[src/mgj_pkg.sv]
// ----------------------------------------------------------------------------
// mgj_pkg
// Shared types and constants for the Gauss-Jordan matrix inversion block.
// ----------------------------------------------------------------------------
package mgj_pkg;

  localparam int DATA_W    = 32;
  localparam int DIM_W     = 4;
  localparam int THR_W     = 31;
  localparam int CFG_IDX_W = 1;

  // configuration register indexes
  localparam logic [CFG_IDX_W-1:0] CFG_DIMENSION = 1'd0;
  localparam logic [CFG_IDX_W-1:0] CFG_THRESHOLD = 1'd1;

  // result status codes
  localparam logic STATUS_OK       = 1'b0;
  localparam logic STATUS_SINGULAR = 1'b1;

  // reset values of the configuration registers
  localparam logic [DIM_W-1:0] DIMENSION_RESET = 4'd4;
  localparam logic [THR_W-1:0] THRESHOLD_RESET = 31'd7;

  // sequencer states
  typedef enum logic [4:0] {
    S_LOAD, S_INIT, S_COL, S_SCAN, S_CHECK,
    S_SWA, S_SWB, S_SWC, S_SWD,
    S_PIV, S_PIVL, S_KCHK, S_FDIV, S_FWAIT,
    S_ERP, S_ERX, S_EM1, S_EM2, S_EM3,
    S_NRD, S_NDW, S_NDWW, S_NDIW,
    S_ORD, S_OLD, S_SING, S_OWAIT
  } mgj_state_t;

endpackage

[src/mgj_mulsub.sv]
// ----------------------------------------------------------------------------
// mgj_mulsub
// Shared multiplier with rounding, saturation and saturating subtract.
// ----------------------------------------------------------------------------
module mgj_mulsub import mgj_pkg::*; #(
  parameter int FRAC_BITS = 16
) (
  input  logic                     clk,
  input  logic signed [DATA_W-1:0] a,
  input  logic signed [DATA_W-1:0] b,
  input  logic signed [DATA_W-1:0] x,
  output logic signed [DATA_W-1:0] res
);

  localparam logic signed [63:0] HALF = 64'sd1 <<< (FRAC_BITS - 1);
  localparam logic signed [63:0] MAXV = 64'sh0000_0000_7FFF_FFFF;
  localparam logic signed [63:0] MINV = -64'sh0000_0000_8000_0000;

  logic signed [63:0]     prod;
  logic signed [DATA_W-1:0] x_q;
  logic signed [63:0]     sh;
  logic signed [DATA_W-1:0] m;
  logic signed [DATA_W:0] d;

  // product stage
  always_ff @(posedge clk) begin
    prod <= a * b;
    x_q  <= x;
  end

  // round, clamp, subtract, clamp
  always_comb begin
    sh = (prod + HALF) >>> FRAC_BITS;
    if (sh > MAXV) m = MAXV[DATA_W-1:0];
    else if (sh < MINV) m = MINV[DATA_W-1:0];
    else m = sh[DATA_W-1:0];
    d = {x_q[DATA_W-1], x_q} - {m[DATA_W-1], m};
    if (d[DATA_W] != d[DATA_W-1]) res = d[DATA_W] ? {1'b1, {(DATA_W-1){1'b0}}}
                                                  : {1'b0, {(DATA_W-1){1'b1}}};
    else res = d[DATA_W-1:0];
  end

endmodule

[config.mk]
export PLATFORM = sky130hd
export DESIGN_NAME = mgj_mulsub
export DESIGN_NICKNAME = d
export VERILOG_FILES = /design/src/mgj_pkg.sv /design/src/mgj_mulsub.sv
export SDC_FILE = /design/constraint.sdc
export NUM_CORES = 2
export LEC_CHECK = 0
export ABC_AREA = 0
export BUFFER_PORTS_ARGS = -buffer_cell sky130_fd_sc_hd__clkbuf_2
export CAP_MARGIN = 10
export CELL_PAD_IN_SITES_DETAIL_PLACEMENT = 1
export CELL_PAD_IN_SITES_GLOBAL_PLACEMENT = 1
export CORE_UTILIZATION = 40
export DETAILED_ROUTE_END_ITERATION = 8
export GPL_ROUTABILITY_DRIVEN = 0
export PLACE_DENSITY = 0.76
export SKIP_CTS_REPAIR_TIMING = 1
export SYNTH_ARGS = -nofsm -noshare
export SYNTH_HDL_FRONTEND = slang
export SYNTH_SLANG_ARGS = --single-unit
[constraint.sdc]
create_clock -name clk -period 10.2 [get_ports clk]
set_input_delay 1.02 -clock clk [delete_from_list [all_inputs] [get_ports clk]]
set_output_delay 1.02 -clock clk [all_outputs]
set_load 0.05 [all_outputs]
==> out/qor_table.md <==
| Group | Quantity | Reported |
| --- | --- | --- |
| synthesis | Synth unique cells | 66 |
| floorplan | Die Area | 102200 um2 |
| sta | Number of max-slew violations in the final report | 0 |
| floorplan | FP Rows | 116 |
| synthesis | Cell type with the largest total area after synthesis | fa_1 |
| clock network | Sinks on the clock net | 81 |
| synthesis | Number of synthesized flops with an enable pin | 0 |
| detailed routing | Routed via count | 29490 |
| clock network | Buffer cell driving the clock tree root | clkbuf_16 |
| sta | Final hold violation count | 0 |
| global routing | Wire length of the first global-routing pass | 202.4 mm |
| final layout | Non-Filler Instances | 5612 |
| synthesis | Post-synthesis sequential element count | 81 |
| floorplan | Height of the chip | 319.7 um |
| clock network | Maximum count of clock buffers along a single path | 2 |
| global routing | Maximum number of pins on one net before global-route repair | 33 |
| final layout | Top library cells by usage in the layout, fill and taps aside | fa_1, inv_1, nand2_1 |
| placed design | Detailed placer's ending HPWL | 107.0 mm |
| setup path | Largest fanout of any net on the critical path | 28 |
| setup path | Setup Crit Path Kind | flop to output port |
| floorplan | Overall die width | 319.7 um |
| synthesis | Share of the synthesized area in the top cell type | 53.66% |
| sta | Min cycle time layout | 9.405 ns |
| detailed routing | Number of vias per cell | 5.255 |
| global routing | Overall global routing resource usage | 25.87% |
| setup path | Crit start category | flop |
| sta | Max-Slew Margin vs Limit | 27.27% |
| setup path | Delay of the slowest cell on the worst path | 0.72 ns |
| setup path | Required arrival time at the worst endpoint | 9.18 ns |
| detailed routing | Number of nets with antenna violations after detailed routing | 0 |
| global routing | Via count of the first global-routing pass | 35000 |
| sta | Portion of the clock cycle consumed by the worst path in the final layout | 92.20% |
| placed design | Number of port buffers | 128 |
| sta | Final total negative setup slack | 0 ns |
| synthesis | Top cells by area, synth | fa_1, inv_1, and2_1 |
| clock network | Total number of H-tree levels | 3 |
| clock network | TritonCTS clock tree | yes |
| final layout | Layout cells sized above 1 | 5.498% |
| final layout | Commonest non-fill, non-tap cell in the layout | fa_1 |
| job | Maximum capacitance violations | 0 |
| detailed routing | Drt drc | 0 |
| sta | Achievable frequency | 106.3 MHz |
| synthesis | Cell count after synthesis | 4330 |
| synthesis | Mean area per synthesized cell | 9.322 um2 |
| clock network | TritonCTS Buffers | 9 |
| sta | Worst-Margin Slew | 1.091 ns |
| final layout | Number of fill cells | 11530 |
| setup path | CP arrival | 8.38 ns |
| sta | RSZ-0062 raised after global routing | no |
| hold path | Class of the worst hold path | input port to flop |
| detailed routing | Average detailed-routed wire length per instance | 22.55 um |
| synthesis | Number of nets produced by synthesis | 5722 |
| global routing | Residual overflow from global routing | 0 |
| clock network | Clock transition at the registers of the reported paths | 0.06 ns |
| placed design | Inst Count DP | 5593 |
| run status | Status | finished clean |
| setup path | Kind of end point of the critical path | output port |
| setup path | Timing startpoint of the critical path | prod[26] |
| hold path | Hold_sp | x[26] |
| synthesis | Ys Warns | 0 |
| global routing | Initial antenna violation count | 7 |
| synthesis | Main flop type after synthesis | dfxtp_1 |
| final layout | Synthesis-to-layout area growth | 5.369% |
| synthesis | Part of the Yosys area used for sequential elements | 4.017% |
| setup path | Standard cell with the maximum stage delay on the critical path | nor2_1 |
| detailed routing | Initial DRC Count | 1664 |
| detailed routing | Total wire length | 126.5 mm |
| floorplan | Initial core utilization | 40.37% |
| synthesis | Area of the mapped netlist | 40370 um2 |
| floorplan | Core area | 100000 um2 |
| final layout | Net total in the final layout | 5698 |
| synthesis | Async set-or-reset flop fraction in the synthesized netlist | 0% |
| sta | Final setup vio count | 0 |
| detailed routing | DR pass1 iterations | 7 |
| floorplan | Top Ports | 129 |
[per-layer routing]
| layer | up-vias | track usage [%] | share of wire [%] |
|---|---|---|---|
| met3 | 246 | 2.729 | 5.8 |
| met2 | 984 | 45.29 | 50 |
| met5 | - | 0 | 0.021 |
| met4 | 4 | 9.092 | 3.9 |
| met1 | 15650 | 33.14 | 40 |
| li1 | 12600 | - | - |
[final cells by class]
| type | instances | area (um2) | area share, % |
|---|---|---|---|
| multi-input cells | 3050 | 34200 | 80.41 |
| flip-flops and latches | 81 | 1622 | 3.812 |
| inverters | 980 | 3679 | 8.649 |
| repair buffers | 184 | 1061 | 2.495 |
| clock inverters | 5 | 86.33 | 0.2030 |
| clock buffers | 11 | 252.7 | 0.5942 |
| well taps | 1298 | 1624 | 3.818 |
| diodes | 3 | 7.507 | 0.01765 |
[critical path, delay by kind of cell, from the launching register on]
family / cells / cell delay (ns)
AO/OA/AOI/OAI: 11 / 3.16
buffers and inverters: 4 / 0.95
adder cells (fa/ha/maj): 2 / 0.40
AND/OR/NAND/NOR: 9 / 3.03
flip-flops: 1 / 0.48
[metrics by stage]
stage	instance area, um2	setup WS [ns]	utilization, %	hold WS, ns
3_3_place_gp	42190	0.8318	42.19	1.124
5_1_grt	42530	0.1317	42.53	0.7394
6_report	42530	0.7952	42.53	0.7632
3_5_place_dp	42190	0.6638	42.19	1.124
2_1_floorplan	40370	1.941	-	1.048
4_1_cts	42530	0.8074	42.53	0.7389
[state kept, by name, summed over array words and instances (netlist names)]
name	flops
prod	49
x_q	32
[worst paths after layout]
path,endpoint,slack [ns],cells after the start
worst max-delay path,res[7],0.80,26
worst min-delay path,x_q[26],0.76,1
[cell families after synthesis]
group                    share of synthesized area (%)
AO/OA/AOI/OAI                                    5.145
XOR/XNOR                                         2.734
adder cells (fa/ha/maj)                          60.51
buffers and inverters                            11.25
flip-flops                                       4.017
multiplexers                                   0.04960
AND/OR/NAND/NOR                                  16.29
[cells in the mapped netlist (3+ instances only)]
master / number
ha_1: 213
and3_1: 19
a31oi_1: 12
and4_1: 4
o21ai_1: 7
a21o_1: 56
fa_1: 1082
or2_2: 5
xor2_1: 34
buf_6: 5
nand4_1: 27
nand3b_1: 4
nor2_1: 79
a211oi_1: 9
o21ai_0: 48
nor4_1: 5
and2_1: 516
nand3_1: 39
nand2b_1: 17
o21a_1: 3
nor3_1: 9
o21bai_1: 17
xnor2_1: 92
o211ai_1: 5
nand4b_1: 4
nand2_1: 541
o31ai_1: 4
a21oi_1: 109
a21boi_0: 5
inv_1: 980
dfxtp_1: 81
or3_1: 8
a21oi_2: 21
nor2b_1: 5
clkbuf_1: 210
o221ai_1: 3
maj3_1: 10
Power is left out: the tool's default activity adds up to more than one toggle a clock period on the data nets, which glitch-free logic cannot reach.
