**config.mk**
```make
export PLATFORM = sky130hd
export DESIGN_NAME = mgj_div
export DESIGN_NICKNAME = d
export VERILOG_FILES = /design/src/mgj_pkg.sv /design/src/mgj_div.sv
export SDC_FILE = /design/constraint.sdc
export NUM_CORES = 1
export LEC_CHECK = 0
export BUFFER_PORTS_ARGS = -buffer_cell sky130_fd_sc_hd__buf_2
export CAP_MARGIN = 20
export CORE_MARGIN = 4
export CORE_UTILIZATION = 37
export DETAILED_ROUTE_END_ITERATION = 10
export GPL_TIMING_DRIVEN = 0
export HOLD_SLACK_MARGIN = 0.15
export SLEW_MARGIN = 10
export SYNTH_ARGS = -nofsm -noshare
export SYNTH_HDL_FRONTEND = slang
export SYNTH_SLANG_ARGS = --single-unit
export TNS_END_PERCENT = 100
```
**constraint.sdc**
```tcl
create_clock -name clk -period 14.02 [get_ports clk]
set_clock_uncertainty 0.1 [all_clocks]
set_input_delay 0 -clock clk [delete_from_list [all_inputs] [get_ports clk]]
set_output_delay 0 -clock clk [all_outputs]
set_load 0.005 [all_outputs]
```
**src/mgj_pkg.sv**
```systemverilog
// ----------------------------------------------------------------------------
// mgj_pkg
// Shared types and constants for the Gauss-Jordan matrix inversion block.
// ----------------------------------------------------------------------------
package mgj_pkg;

  localparam int DATA_W    = 32;
  localparam int DIM_W     = 4;
  localparam int THR_W     = 31;
  localparam int CFG_IDX_W = 1;

  // configuration register indexes
  localparam logic [CFG_IDX_W-1:0] CFG_DIMENSION = 1'd0;
  localparam logic [CFG_IDX_W-1:0] CFG_THRESHOLD = 1'd1;

  // result status codes
  localparam logic STATUS_OK       = 1'b0;
  localparam logic STATUS_SINGULAR = 1'b1;

  // reset values of the configuration registers
  localparam logic [DIM_W-1:0] DIMENSION_RESET = 4'd4;
  localparam logic [THR_W-1:0] THRESHOLD_RESET = 31'd7;

  // sequencer states
  typedef enum logic [4:0] {
    S_LOAD, S_INIT, S_COL, S_SCAN, S_CHECK,
    S_SWA, S_SWB, S_SWC, S_SWD,
    S_PIV, S_PIVL, S_KCHK, S_FDIV, S_FWAIT,
    S_ERP, S_ERX, S_EM1, S_EM2, S_EM3,
    S_NRD, S_NDW, S_NDWW, S_NDIW,
    S_ORD, S_OLD, S_SING, S_OWAIT
  } mgj_state_t;

endpackage

```
**src/mgj_div.sv**
```systemverilog
// ----------------------------------------------------------------------------
// mgj_div
// Bit-serial fixed point divider, rounds half away from zero, saturates.
// ----------------------------------------------------------------------------
module mgj_div import mgj_pkg::*; #(
  parameter int FRAC_BITS = 16
) (
  input  logic                     clk,
  input  logic                     rst,
  input  logic                     start,
  input  logic signed [DATA_W-1:0] a,
  input  logic signed [DATA_W-1:0] b,
  output logic                     done,
  output logic signed [DATA_W-1:0] q
);

  localparam int NW = DATA_W + FRAC_BITS;
  localparam int CW = $clog2(NW + 1);

  logic [DATA_W-1:0] ua, ub;
  logic [NW-1:0]     num;
  logic [NW-1:0]     quo;
  logic [DATA_W-1:0] rem;
  logic [DATA_W:0]   rem_sh;
  logic [DATA_W:0]   rem_sub;
  logic [DATA_W-1:0] divisor;
  logic [CW-1:0]     cnt;
  logic              busy;
  logic              neg;

  // operand magnitudes
  assign ua = a[DATA_W-1] ? (~a + 1'b1) : a;
  assign ub = b[DATA_W-1] ? (~b + 1'b1) : b;

  // one restoring step per cycle
  assign rem_sh  = {rem, num[NW-1]};
  assign rem_sub = rem_sh - {1'b0, divisor};

  always_ff @(posedge clk) begin
    if (rst) begin
      busy <= 1'b0;
      done <= 1'b0;
      cnt  <= '0;
    end else begin
      done <= 1'b0;
      if (start) begin
        busy    <= 1'b1;
        cnt     <= '0;
        num     <= ({{FRAC_BITS{1'b0}}, ua} << FRAC_BITS) + NW'(ub >> 1);
        divisor <= ub;
        rem     <= '0;
        quo     <= '0;
        neg     <= a[DATA_W-1] ^ b[DATA_W-1];
      end else if (busy) begin
        num <= num << 1;
        if (!rem_sub[DATA_W]) begin
          rem <= rem_sub[DATA_W-1:0];
          quo <= {quo[NW-2:0], 1'b1};
        end else begin
          rem <= rem_sh[DATA_W-1:0];
          quo <= {quo[NW-2:0], 1'b0};
        end
        if (cnt == CW'(NW - 1)) begin
          busy <= 1'b0;
          done <= 1'b1;
        end
        cnt <= cnt + 1'b1;
      end
    end
  end

  // sign and saturation
  always_comb begin
    if (neg) begin
      if (quo > NW'(64'h8000_0000)) q = {1'b1, {(DATA_W-1){1'b0}}};
      else q = DATA_W'(~quo + 1'b1);
    end else begin
      if (quo > NW'(64'h7FFF_FFFF)) q = {1'b0, {(DATA_W-1){1'b1}}};
      else q = DATA_W'(quo);
    end
  end

endmodule

```
==> flow_summary.yaml, run 1 <==
worst_setup_path:
  critical_path_arrival_ns: 5.72
  cp_max_fo: 7
  worstPathRequired_ns: 14.12
  path_class: "input port to flop"
  crit_slowest_cell: "dlygate4sd3_1"
  cp_slowest_stage_delay_ns: 0.54
  r2r_slack_ns: 9.26
  crit_chain: "dlygate4sd3_1 > buf_2 > inv_1 > ha_1 > or3b_2 > clkbuf_1 > nor4_1 > nand2_1 > nand2_1 > xor2_1 > inv_1 > ha_1 > a21o_1 > a21o_1 > a2111oi_0 > o31a_1 > maj3_1 > a211o_2 > nor3_1 > nand3_1 > xor2_1 > mux2_2"
  start_kind: "input port"
  r2r-start: "rem[8]"
  critical-path-top-delay-family: "simple AND/OR/NAND/NOR gates"
  critPathBufInv: 5
  endpoint_kind: "flop"
  reg2reg_depth: 12
  r2r_end: "rem[21]"
hold_path:
  holdPathEnd: "num[38]"
  hp-start: "a[22]"
  holdPathStages: 4
  hold_path.class: "input port to flop"
synth:
  yosysWarningCount: 0
  post-synth-top-count-cell: "edfxtp_1"
  synth.top_cell.area_share: 0.4088
  synth_cell_types: 80
  yosysTopAreaCell: "edfxtp_1"
  synth.yosys.seq_area_share: 0.4223
  syn_inst: 1232
  syn_area_mm2: 0.01183
  yosys-top-cells-count: "161 x edfxtp_1, 129 x nor2_1, 89 x nand2_1, 82 x xnor2_1"
  async_flop_share: 0
  syn-num-nets: 1351
  ys_ff_latch: 169
  synth-edff-count: 161
  ys.flop_type: "edfxtp_1"
  synth.avg_cell_area_um2: 9.599
  synthTopCellsByArea: "edfxtp_1 41%, xnor2_1 6.1%, ha_1 5.3%"
timing:
  fin_crit_sh: 0.4015
  fmax_ghz: 0.1776
  period_minus_slack_ns: 5.630
  hold_viol_final: 0
  rsz0062_at_grt: "false"
  worst-slew-pin-transition_ns: 0.8948
  slew_violations: 0
  fin_ws_ns: 8.390
  setup_tns_ns: 0
  setup_viol_count_final: 0
  slew_headroom: 0.4020
placement:
  postPlaceCellArea_mm2: 0.01294
  io_buffers: 94
  dpl.hpwl_um: 21710
  dp_slack_ns: 8.537
  gp_congestion: 0.9055
power_and_ir_drop:
  peakVddDrop_uv: 85.87
  p_int_mw: 1.038
  p_leak_nw: 5.284
  p_comb_frac: 0.276
  net-switching-power_mw: 0.4872
  seq_power_share: 0.414
  powerDensity_mw_per_mm2: 107.9
  p_clk_frac: 0.309
  p_sw_frac: 0.3193
global_route:
  grt_pass1_wl_um: 48260
  grt_use_total: 0.1651
  grt_pass1_vias: 9426
  grt_max_degree: 34
  globalRouteOverflowTotal: 0
  busiest_layer: "met2"
  met3_usage: 0.02581
  grt_use_met2: 0.2600
  antenna_found_initial: 0
  grt_use_met1: 0.2375
finish:
  seqCellArea_mm2: 0.004995
  drive_gt1_frac: 0.1412
  area_delta_synth_final_pct: 19.57
  fin_area_mm2: 0.01414
  fillers: 2976
  antennaDiodeCount: 0
  multi_input_area_mm2: 0.006356
  final_util: 0.4481
  final_nets: 1530
flow_run:
  maxCapViolations: 0
floorplanning:
  initial_core_util: 0.3748
  ios: 100
  core.rowCount: 65
  core_mm2: 0.03156
  die_height_um: 186.8
  die_x_um: 186.8
  die-area_mm2: 0.03489
cts:
  clkSlewWorstSetupHoldPaths_ns: 0.07
  ctsResizeCount: 0
  clkLatencyLatePin_ns: 0.43
  post_cts_buffers: 0
  cts_buffers: 17
  clockBufferDepth: 2
  clockRootBuffer: "clkbuf_16"
  cts.sinks: 169
  htreeDepth: 4
  cts_hold_buf: 61
  cts_tree: "done"
route:
  firstDrtPassIters: 5
  drt-initial-drc-count: 613
  drc: 0
  via_count: 9749
  wl_um: 29090
  detail-route-antenna-nets: 0
  viasPerCell: 5.339
  wl_per_cell_um: 15.93
run_status:
  status: "finished clean"
## per-layer routing
layer	vias up	share of wire
met5	-	0
met4	0	0.016
met3	30	0.039
met2	210	0.45
met1	4628	0.49
li1	4881	-
## stage by stage
stage          total power, mW  std cells  hold slack (ns)
6_report                 1.526       1826           0.1684
2_1_floorplan           0.9398       1232         -0.02724
3_3_place_gp             1.039       1728           0.1356
4_1_cts                  1.535       1826           0.1569
5_1_grt                  1.614       1826           0.2089
3_5_place_dp             1.047       1733           0.1476
## power groups by stage
| stage | Combinational (mW) | Sequential, mW | Clock (mW) |
|---|---|---|---|
| floorplan | 0.301 | 0.639 | 0 |
| global placement | 0.391 | 0.649 | 0 |
| detailed placement | 0.404 | 0.643 | 0 |
| CTS | 0.422 | 0.632 | 0.481 |
| global route | 0.473 | 0.637 | 0.504 |
| finish | 0.422 | 0.632 | 0.472 |
## area by class of cell
type / instances / share of cell area
buffer: 51 / 0.01478
sequential: 169 / 0.3532
multi-input combinational: 937 / 0.4495
tap: 402 / 0.03557
inverter: 75 / 0.01991
clock inverter: 14 / 0.01106
timing repair buffer: 160 / 0.08565
clock buffer: 18 / 0.03035
## cell usage in the layout (no fill, tap or decap), types with 12 or more instances in the layout
cell type	count
edfxtp_1	161
nor2_1	127
buf_2	99
nand2_1	89
xnor2_1	82
inv_1	73
o21ai_0	73
dlygate4sd3_1	61
nor2b_1	60
ha_1	50
a21oi_1	44
clkbuf_1	40
nor3_1	34
xor2_1	31
o311ai_0	27
mux2_2	27
or3_1	24
mux2i_1	24
o31ai_1	23
nand3_1	19
nand2b_1	17
clkbuf_16	17
nand4_1	16
a31oi_1	13
a211oi_1	12
## logic make-up (layout without fill, tap and decap cells)
kind of cell               after synthesis  after routing  share of synthesized area
AOI/OAI and AO/OA                      263            263                     0.1494
xor gates and xnor gates               113            113                    0.08369
adders and majority gates               53             53                    0.05713
buffers and inverters                  126            318                    0.04147
DFF                                    169            169                     0.4223
muxes                                   52             52                    0.04729
and+or+nand+nor                        456            456                     0.1987
## worst min-delay path, cell delays in order
cell and delay [ns]:
buf_2 0.10, xnor2_1 0.17, xnor2_1 0.20, mux2_2 0.13
## worst max path at each step
stage / start / end / slack (ns) / depth (start not counted)
floorplan: start / num[0] / 7.36 / 4
global placement: start / num[7] / 4.02 / 4
detailed placement: b[1] / num[41] / 8.54 / 21
CTS: b[1] / num[41] / 8.44 / 22
global route: b[0] / num[45] / 7.98 / 22
finish: b[1] / num[41] / 8.39 / 22
## registers in the layout, summed over array words and instances (netlist names)
signal / flops
quo: 48
cnt: 6
busy: 1
divisor: 32
done: 1
rem: 32
neg: 1
num: 48
Note: power is estimated with default switching activity, not from simulation.
==> inputs of run 2 (changes only) <==
- clock period: 14.02 -> 5.2 ns (I/O delays scaled with it)
==> run 2 against run 1 <==
Net effect:
- total power rose to 2.8 times the previous value
- first-iteration DRC count is 7.3% higher
- final cell count is 0.11% higher
- wire length down 0.73%
- clock power grew to 2.9 times the previous value
- critical endpoint is now num[40]
==> flow_summary.yaml, run 2 (synthesized netlist as in run 1, its figures left out) <==
power_and_ir_drop:
  seq_power_share: 0.405
  peakVddDrop_uv: 250.9
  p_clk_frac: 0.325
  p_leak_nw: 5.299
  p_int_mw: 2.947
  p_comb_frac: 0.271
  powerDensity_mw_per_mm2: 296.4
  p_sw_frac: 0.3001
  net-switching-power_mw: 1.263
floorplanning:
  die_height_um: 186.8
  die_x_um: 186.8
  core.rowCount: 65
  die-area_mm2: 0.03489
  initial_core_util: 0.3748
  core_mm2: 0.03156
  ios: 100
route:
  drc: 0
  viasPerCell: 5.353
  wl_um: 28870
  via_count: 9785
  detail-route-antenna-nets: 0
  wl_per_cell_um: 15.80
  drt-initial-drc-count: 658
  firstDrtPassIters: 5
cts:
  clkLatencyLatePin_ns: 0.43
  clockRootBuffer: "clkbuf_16"
  htreeDepth: 4
  cts.sinks: 169
  cts_tree: "done"
  post_cts_buffers: 0
  clockBufferDepth: 2
  clkSlewWorstSetupHoldPaths_ns: 0.07
  cts_buffers: 17
run_status:
  status: "finished clean"
timing:
  fin_ws_ns: 0.3341
  hold_viol_final: 0
  slew_violations: 0
  period_minus_slack_ns: 4.866
  fmax_ghz: 0.2055
  fin_crit_sh: 0.9358
  worst-slew-pin-transition_ns: 0.9148
  setup_viol_count_final: 0
  rsz0062_at_grt: "false"
  slew_headroom: 0.3887
  setup_tns_ns: 0
hold_path:
  hold_path.class: "input port to flop"
finish:
  final_nets: 1532
  largestRegisters: "num: 48 flops, quo: 48 flops"
  antennaDiodeCount: 0
  final_cell_mix: "161 x edfxtp_1, 127 x nor2_1, 99 x buf_2"
  final_common_cell: "edfxtp_1"
  stdcell_count: 1828
  area_delta_synth_final_pct: 20.11
  drive_gt1_frac: 0.1424
global_route:
  grt_max_degree: 34
  grt_use_total: 0.1642
  grt_pass1_vias: 9393
  globalRouteOverflowTotal: 0
  grt_pass1_wl_um: 48040
  antenna_found_initial: 0
placement:
  dp_slack_ns: -0.2963
  gp_congestion: 0.9006
  place_inst: 1733
  dpl.hpwl_um: 21700
  io_buffers: 94
flow_run:
  maxCapViolations: 0
worst_setup_path:
  endpoint_kind: "flop"
  critical_path_arrival_ns: 4.96
  path_class: "input port to flop"
  worstPathRequired_ns: 5.29
  start_kind: "input port"
  cp_max_fo: 8
## run 2: cell count changes in the layout (fill, tap and decap cells not counted), sizes merged
cell / before / now
clkinv: 9 / 4
clkinvlp: 1 / 4
inv: 79 / 76
clkbuf: 57 / 59
dlygate4sd3: 61 / 63
bufinv: 0 / 3
## run 2: critical path: stages
cell	delay, ns
buf_2	0.11
or4_1	0.61
or2_2	0.35
or3_1	0.40
o31ai_1	0.30
xnor2_1	0.23
ha_1	0.23
inv_1	0.06
fa_1	0.42
nor2b_1	0.12
o21ai_0	0.10
a21boi_1	0.27
o221a_2	0.27
o31a_1	0.19
o31ai_2	0.11
a211o_1	0.27
buf_4	0.17
nor4_1	0.36
xnor2_1	0.13
mux2_2	0.27
## run 2: stage by stage
step | util | hold slack, ns | instance area, µm² | total power [mW]
final | 0.4502 | 0.2015 | 14200 | 4.210
after global routing | 0.4502 | 0.2082 | 14200 | 4.442
after CTS | 0.4496 | 0.1532 | 14190 | 4.236
after detailed placement | 0.4100 | 0.1476 | 12940 | 2.822
after global placement | 0.4057 | 0.1467 | 12800 | 2.795
after floorplan | - | -0.02724 | 11830 | 2.529
## run 2: power groups by stage
stage / clock (mW) / sequential, mW / combinational (mW)
after floorplan: 0 / 1.72 / 0.812
after global placement: 0 / 1.74 / 1.05
after detailed placement: 0 / 1.73 / 1.09
after CTS: 1.39 / 1.70 / 1.14
after global routing: 1.44 / 1.72 / 1.28
final: 1.37 / 1.70 / 1.14
## run 2: routing by layer
metal / track usage / part of all wire
met1: 0.2363 / 0.50
met2: 0.2581 / 0.45
met3: 0.02694 / 0.040
met5: 0 / 0
met4: 0.04408 / 0.016
## run 2: final timing paths
kind | endpoint | start | cells past startpoint | slack, ns
worst min register to register | cnt[5] | cnt[5] | 2 | 0.39
worst max-delay path | num[40] | b[6] | 20 | 0.33
worst min-delay path | divisor[30] | b[31] | 4 | 0.20
worst max register to register | rem[27] | rem[8] | 12 | 0.53
## run 2: layout make-up
class / instances / area, µm²
plain buffers: 51 / 209.0
clock buffers: 20 / 456.7
clock inverters: 12 / 163.9
fillers: 3000 / 17350
inverters: 75 / 281.5
multi-input cells: 937 / 6372
flip-flops and latches: 169 / 4995
well taps: 402 / 503.0
repair buffers: 162 / 1224
## run 2: repair_timing
action	in CTS	in global routing
gates resized for setup	0	4
hold buffers	63	0
endpoints found under the hold margin	119	0
setup endpoints to repair	0	9
==> inputs of run 3 (changes only) <==
==> constraint.sdc (replaced) <==
create_clock -name clk -period 5.2 [get_ports clk]
set_clock_uncertainty 0.1 [all_clocks]
set_input_delay 0.52 -clock clk [delete_from_list [all_inputs] [get_ports clk]]
set_output_delay 0.52 -clock clk [all_outputs]
set_load 0.005 [all_outputs]
==> run 3 against run 2 <==
Net effect:
- clock power fell by 3%
- critical endpoint unchanged
- critical path depth did not move
- die area did not move
- worst setup slack got worse by 0.15 ns
- largest cell class unchanged
==> flow_summary.yaml, run 3 (synthesized netlist as in run 1, its figures left out) <==
worst_setup_path:
  cp_max_fo: 8
  worstPathRequired_ns: 5.29
  critical_path_arrival_ns: 5.11
  start_kind: "input port"
  reg2reg_depth: 12
  path_class: "input port to flop"
  endpoint_kind: "flop"
cts:
  cts_hold_buf: 0
  cts_buffers: 17
  clockBufferDepth: 2
  htreeDepth: 4
  cts_tree: "done"
  clkSlewWorstSetupHoldPaths_ns: 0.08
  clockRootBuffer: "clkbuf_16"
  cts.sinks: 169
  clkLatencyLatePin_ns: 0.44
hold_path:
  holdPathStages: 1
  hold_path.class: "input port to flop"
route:
  firstDrtPassIters: 6
  top_layer: "met4"
  wl_met1_um: 14260
  wl_um: 28560
  route.met2.wl_um: 12860
  wl_met3_um: 1079
  wl_per_cell_um: 16.15
  viasPerCell: 5.339
  drt-initial-drc-count: 594
  detail-route-antenna-nets: 0
  drc: 0
  via_count: 9445
finish:
  seqCellArea_mm2: 0.004995
  stdcell_count: 1769
  antennaDiodeCount: 0
  largestRegisters: "num: 48 flops, quo: 48 flops"
  final_common_cell: "edfxtp_1"
  drive_gt1_frac: 0.1631
  area_delta_synth_final_pct: 16.04
  final_nets: 1473
  final_cell_mix: "161 x edfxtp_1, 127 x nor2_1, 99 x buf_2"
  fillers: 3067
  multi_input_area_mm2: 0.006496
global_route:
  antenna_found_initial: 0
  grt_pass1_wl_um: 47170
  grt_max_degree: 34
  globalRouteOverflowTotal: 0
  grt_pass1_vias: 9057
  grt_use_total: 0.1616
placement:
  io_buffers: 94
  place_inst: 1733
  gp_congestion: 0.9007
  dp_slack_ns: -0.8144
  dpl.hpwl_um: 21730
power_and_ir_drop:
  p_leak_nw: 5.116
  p_comb_frac: 0.269
  net-switching-power_mw: 1.325
  seq_power_share: 0.411
  peakVddDrop_uv: 229.1
  p_int_mw: 2.823
  p_clk_frac: 0.320
  powerDensity_mw_per_mm2: 302.2
  p_sw_frac: 0.3194
run_status:
  status: "finished clean"
timing:
  setup_viol_count_final: 0
  setup_tns_ns: 0
  slew_headroom: 0.3868
  hold_viol_final: 0
  period_minus_slack_ns: 5.019
  fmax_ghz: 0.1993
  fin_crit_sh: 0.9651
  worst-slew-pin-transition_ns: 0.9083
  slew_violations: 0
  fin_ws_ns: 0.1813
floorplanning:
  core_mm2: 0.03156
  die_x_um: 186.8
  core.rowCount: 65
  ios: 100
  die_height_um: 186.8
  die-area_mm2: 0.03489
  initial_core_util: 0.3748
flow_run:
  maxCapViolations: 0
[run 3: path summary, 6_finish.rpt]
path          start    endpoint  slack, ns
max            b[6]     num[40]       0.18
min            b[0]  divisor[0]       0.23
min reg2reg  cnt[5]      cnt[5]       0.40
max reg2reg  rem[8]     rem[17]       0.58
[run 3: what timing repair did]
action | CTS | global route
pin swaps | 1 | 7
setup buffers | 1 | 4
hold endpoints to repair | 0 | 0
resized for setup | 10 | 17
setup endpoints to repair | 9 | 16
[run 3: power by group through the flow]
stage               logic, mW  registers [mW]  clock network [mW]
global route             1.25            1.72                1.42
CTS                      1.10            1.70                1.36
global placement         1.05            1.74                   0
detailed placement       1.09            1.73                   0
finish                   1.12            1.70                1.33
floorplan               0.812            1.72                   0
[run 3: worst max-delay path: stages]
cell and delay (ns):
buf_2 0.12, or4_4 0.58, or2_2 0.33, or3_4 0.38, o31ai_4 0.27, xnor2_2 0.17
ha_2 0.22, inv_1 0.05, fa_2 0.36, nor2b_1 0.11, o21ai_0 0.11, a21boi_1 0.21
o221a_2 0.23, o31a_1 0.25, o31ai_4 0.09, a211o_1 0.27, buf_4 0.17, nor4_4 0.28
xnor2_1 0.09, mux2_2 0.26
[run 3: routing by layer]
metal	track usage	vias up
li1	-	4764
met1	0.2372	4437
met2	0.2540	222
met3	0.02020	22
met4	0.04181	0
met5	0	-
[run 3: per-stage QoR]
step                instance area [µm²]  power, mW  hold WS (ns)  utilization
global placement                  12800      2.795        0.3774       0.4057
detailed placement                12940      2.822        0.3937       0.4102
CTS                               13600      4.159        0.2113       0.4311
floorplan                         11830      2.529        0.3584            -
finish                            13720      4.147        0.2311       0.4349
global route                      13720      4.390        0.2161       0.4349
[run 3: area by class of cell]
class,count,share of cell area
Buffer,50,0.01504
Clock buffer,17,0.03100
Clock inverter,15,0.01295
Inverter,75,0.02051
Multi-Input combinational cell,937,0.4734
Sequential cell,169,0.3640
Tap cell,402,0.03665
Timing Repair Buffer,104,0.04650
